$ cat src/hdl/multi_pattern_trie_matcher_defines.svh
// Assertion macros for the multi-pattern trie matcher.
// Depends on nothing; taken in by the top level. SYNTH empties the bodies.
`ifndef MULTI_PATTERN_TRIE_MATCHER_DEFINES_SVH
`define MULTI_PATTERN_TRIE_MATCHER_DEFINES_SVH
`ifndef SYNTH
// A condition that must hold at every clock edge out of reset.
`define MPTM_ASSERT(lbl, cond) \
    lbl: assert property (@(posedge i_clk) disable iff (!i_rst_n) (cond)) \
        else $error("mptm assertion failed");
// A cause that must be followed by an effect in the next cycle.
`define MPTM_ASSERT_NEXT(lbl, ante, cons) \
    lbl: assert property (@(posedge i_clk) disable iff (!i_rst_n) (ante) |=> (cons)) \
        else $error("mptm assertion failed");
`else
`define MPTM_ASSERT(lbl, cond)
`define MPTM_ASSERT_NEXT(lbl, ante, cons)
`endif
`endif

$ cat src/hdl/mptm_ram.sv
// Generic single-write, single-read RAM with registered read data.
// Depends on nothing.
module mptm_ram #(
    parameter int WIDTH = 8,
    parameter int DEPTH = 256,
    localparam int AW = $clog2(DEPTH)
) (
    input  logic             i_clk,
    input  logic             i_we,
    input  logic [AW-1:0]    i_waddr,
    input  logic [WIDTH-1:0] i_wdata,
    input  logic [AW-1:0]    i_raddr,
    output logic [WIDTH-1:0] o_rdata
);

    logic [WIDTH-1:0] r_mem [DEPTH];
    logic [WIDTH-1:0] r_rdata;

    always_ff @(posedge i_clk) begin
        if (i_we) begin
            r_mem[i_waddr] <= i_wdata;
        end
        r_rdata <= r_mem[i_raddr];
    end

    assign o_rdata = r_rdata;

endmodule

$ cat config.mk
export PLATFORM = sky130hd
export DESIGN_NAME = mptm_ram
export DESIGN_NICKNAME = d
export VERILOG_FILES = /design/src/hdl/multi_pattern_trie_matcher_defines.svh /design/src/hdl/mptm_ram.sv
export SDC_FILE = /design/constraint.sdc
export NUM_CORES = 2
export LEC_CHECK = 0
export ABC_CLOCK_PERIOD_IN_PS = 2200
export BUFFER_PORTS_ARGS = -buffer_cell sky130_fd_sc_hd__buf_2
export CORE_UTILIZATION = 25
export CTS_CLUSTER_DIAMETER = 50
export DETAILED_ROUTE_END_ITERATION = 6
export GPL_TIMING_DRIVEN = 0
export PLACE_DENSITY = 0.5
export SETUP_SLACK_MARGIN = 0.3
export SKIP_LAST_GASP = 1
export SYNTH_ARGS = -nofsm -noshare
export SYNTH_HDL_FRONTEND = slang
export SYNTH_SLANG_ARGS = --single-unit
export TNS_END_PERCENT = 10
$ cat constraint.sdc
create_clock -name i_clk -period 2.2 [get_ports i_clk]
set_input_delay 0.44 -clock i_clk [delete_from_list [all_inputs] [get_ports i_clk]]
set_output_delay 0.44 -clock i_clk [all_outputs]
set_load 0.1 [all_outputs]
==> flow_summary.ini <==
[setup_path]
crit_path_frequent_cell = buf_2
crit_path_start = i_raddr[1]
slowest_delay_ps = 570
cp.arrival_ps = 3370
r2r_end = o_rdata[3]
path_class = input pin to register
reg2reg_setup_slack_ps = -350
required_ps = 2920
timing.rr.start = r_mem[82][3]
cp-end-kind = register
endpoint = o_rdata[3]
crit_path_cell_trace = buf_2 > buf_4 > or2b_4 > buf_2 > o221ai_1 > a21oi_1 > o32ai_2 > nor3_4 > nor4_4
cp_max_fo = 10
slowest_stage = nor4_4
worstRegToRegCells = 6
startpoint_type = input pin

[sta]
setup_viol = 195
drv_slew = 0
period_share = 1.21
fmax_mhz = 377
whs_ps = 20.3
max_slew_margin = 0.103
skew_ps = 47.9
hold_viol = 0
tightest_slew_ps = 1340
fin_tns_setup_ps = -18420
finalWorstSetupSlack_ps = -452
post-route-min-period_ps = 2650
rsz0062_at_grt = yes

[job]
maxCapViolations = 0

[floorplanning]
core.rowCount = 206
die_height_um = 566
die_area_sq_mm = 0.320
core-area_sq_mm = 0.316
initial_utilization = 0.252
die_x_um = 566
io_pins = 34

[finish]
num-fill-cells = 30400
finalNetCount = 4052
design_area_sq_mm = 0.0961
multi_input_area_sq_mm = 0.0185
syn_to_final_growth_pct = 20.8
drive_above_1_share = 0.333
seqCellArea_sq_mm = 0.0617
utilization = 0.304

[detailed_routing]
wl_um = 263000
wl_per_cell_um = 31.4
drc = 0
drt_iter0_markers = 5186
final_antenna_net_count = 0
firstDrtPassIters = 5
viasPerCell = 4.97
via_count = 41700

[synthesis]
syn_inst = 3733
netlist_area_sq_mm = 0.0796
async_flop_share = 0
ys_types = 55
ys.flop_type = edfxtp_1
syn_nets = 3759
synth_seq_area_share = 0.775
ys_ff_latch = 2056
syn_avg_cell_area_sq_um = 21.3
synth_edf_count = 2048
ys_warn_count = 0

[placed_design]
gp_congestion = 0.920
placed_area_sq_mm = 0.0859
io_buffers = 26
hpwl_um = 176000

[grt]
grt.total_usage = 0.161
grt_remaining_overflow = 0
grt_antenna_before_repair = 23
grt_max_degree = 161
grt_pass1_wl_um = 355000
grt_pass1_vias = 41000

[pwr]
p_leak_nw = 28.8
ir_worst_vdd_mv = 0.886
powerDensity_mw_per_mm2 = 903

[min_path]
hold_class = input pin to register

[cts]
cts_tree = yes
clockRootBuffer = clkbuf_16
cts_sinks = 2056
htree_levels = 4
clk_latency_ps = 880
cts_buffers = 230
cts.clk_slew.worst_paths_ps = 60
clockBufferDepth = 3

[status]
status = complete, but fails checks
failed_checks = setup timing
[how the worst min path moves through the flow]
stage / startpoint / to / depth (start not counted) / slack (ps)
finish: i_wdata[6] / r_mem[36][6] / 1 / 20
global route: i_wdata[6] / r_mem[44][6] / 1 / 20
CTS: i_wdata[0] / r_mem[78][0] / 1 / 3
detailed placement: i_wdata[1] / r_mem[69][1] / 1 / 890
global placement: o_rdata[7] / o_rdata[7] / 1 / 1000
floorplan: i_wdata[0] / r_mem[0][0] / 0 / 540
[timing repair]
item / 4_1_cts / 5_1_grt
setup buffers: 11 / 6
hold endpoints to repair: 41 / 0
endpoints found under the setup margin: 2045 / 1749
hold buffers: 1 / 0
pin swaps: 36 / 17
gates resized for setup: 577 / 103
[cell usage after synthesis, types with 28 or more instances]
| cell | n | area, sq um |
|---|---|---|
| nand2_1 | 33 | 124 |
| o221ai_1 | 46 | 403 |
| mux2i_1 | 134 | 1340 |
| a21oi_1 | 96 | 480 |
| o22ai_1 | 28 | 175 |
| edfxtp_1 | 2048 | 61500 |
| mux4_2 | 454 | 10200 |
| nor2b_1 | 31 | 194 |
| a22oi_1 | 133 | 998 |
| nand3_1 | 34 | 170 |
| buf_2 | 31 | 155 |
| clkbuf_1 | 111 | 417 |
| nor2_1 | 282 | 1060 |
[cell families after synthesis]
| family | after synthesis | share of synthesized area |
|---|---|---|
| compound gates | 385 | 0.0342 |
| flops | 2056 | 0.775 |
| simple gates | 466 | 0.0263 |
| buf+inv | 235 | 0.0183 |
| mux | 591 | 0.146 |
[through the flow]
step	setup WS, ps	power [mW]	std cells
after floorplan	-58.8	46.4	3733
after global placement	-3820	49.1	7919
after detailed placement	-3560	49.1	7937
after CTS	-289	87.0	8380
after global routing	-296	88.7	8388
final	-452	86.7	8392
[per-layer routing]
metal  vias up  track usage  wire (um)
met5         -            0         34
met4         6       0.0643      11600
met3       488       0.0331      20600
met2      2022        0.252     121000
met1     22800        0.217     110000
li1      16400            -          -
[sequential cells by signal, indices dropped and copies added (netlist names)]
| register | count |
|---|---|
| o_rdata | 8 |
| r_mem | 2048 |
[layout by cell type (no fill, tap or decap), types with 43 or more instances in the layout]
master     Yosys  final
nor2_4         0     87
nor2_1       282     98
buf_4         27     43
clkbuf_16      0    234
clkinv_1       1     55
a22oi_1      133    127
clkbuf_1     111     52
a21oi_1       96     70
mux2i_1      134    133
edfxtp_1    2048   2048
nor2_2         0     97
mux4_2       454    454
[power by group]
| part | switching (mW) | leakage (nW) | total, mW | internal, mW |
|---|---|---|---|---|
| clock network | 16.6 | 3.62 | 38.0 | 21.4 |
| registers | 0.0238 | 18.5 | 43.2 | 43.2 |
| logic | 3.85 | 6.75 | 5.56 | 1.71 |
| total | 20.4 | 28.8 | 86.7 | 66.3 |
[cell type report]
class,count,area share
flip-flops and latches,2056,0.642
well taps,4160,0.0542
multi-input cells,1442,0.192
diodes,6,0.000156
clock buffers,272,0.0618
plain buffers,232,0.0255
repair buffers,62,0.00785
clock inverters,160,0.0166
inverters,2,0.0000912
[worst max-delay path: cells and delay by family]
family	cells	cell delay [ps]
AOI/OAI and AO/OA	3	1140
buffers and inverters	3	670
and+or+nand+nor	3	1090
No activity file was read; power rests on OpenSTA's default activity.
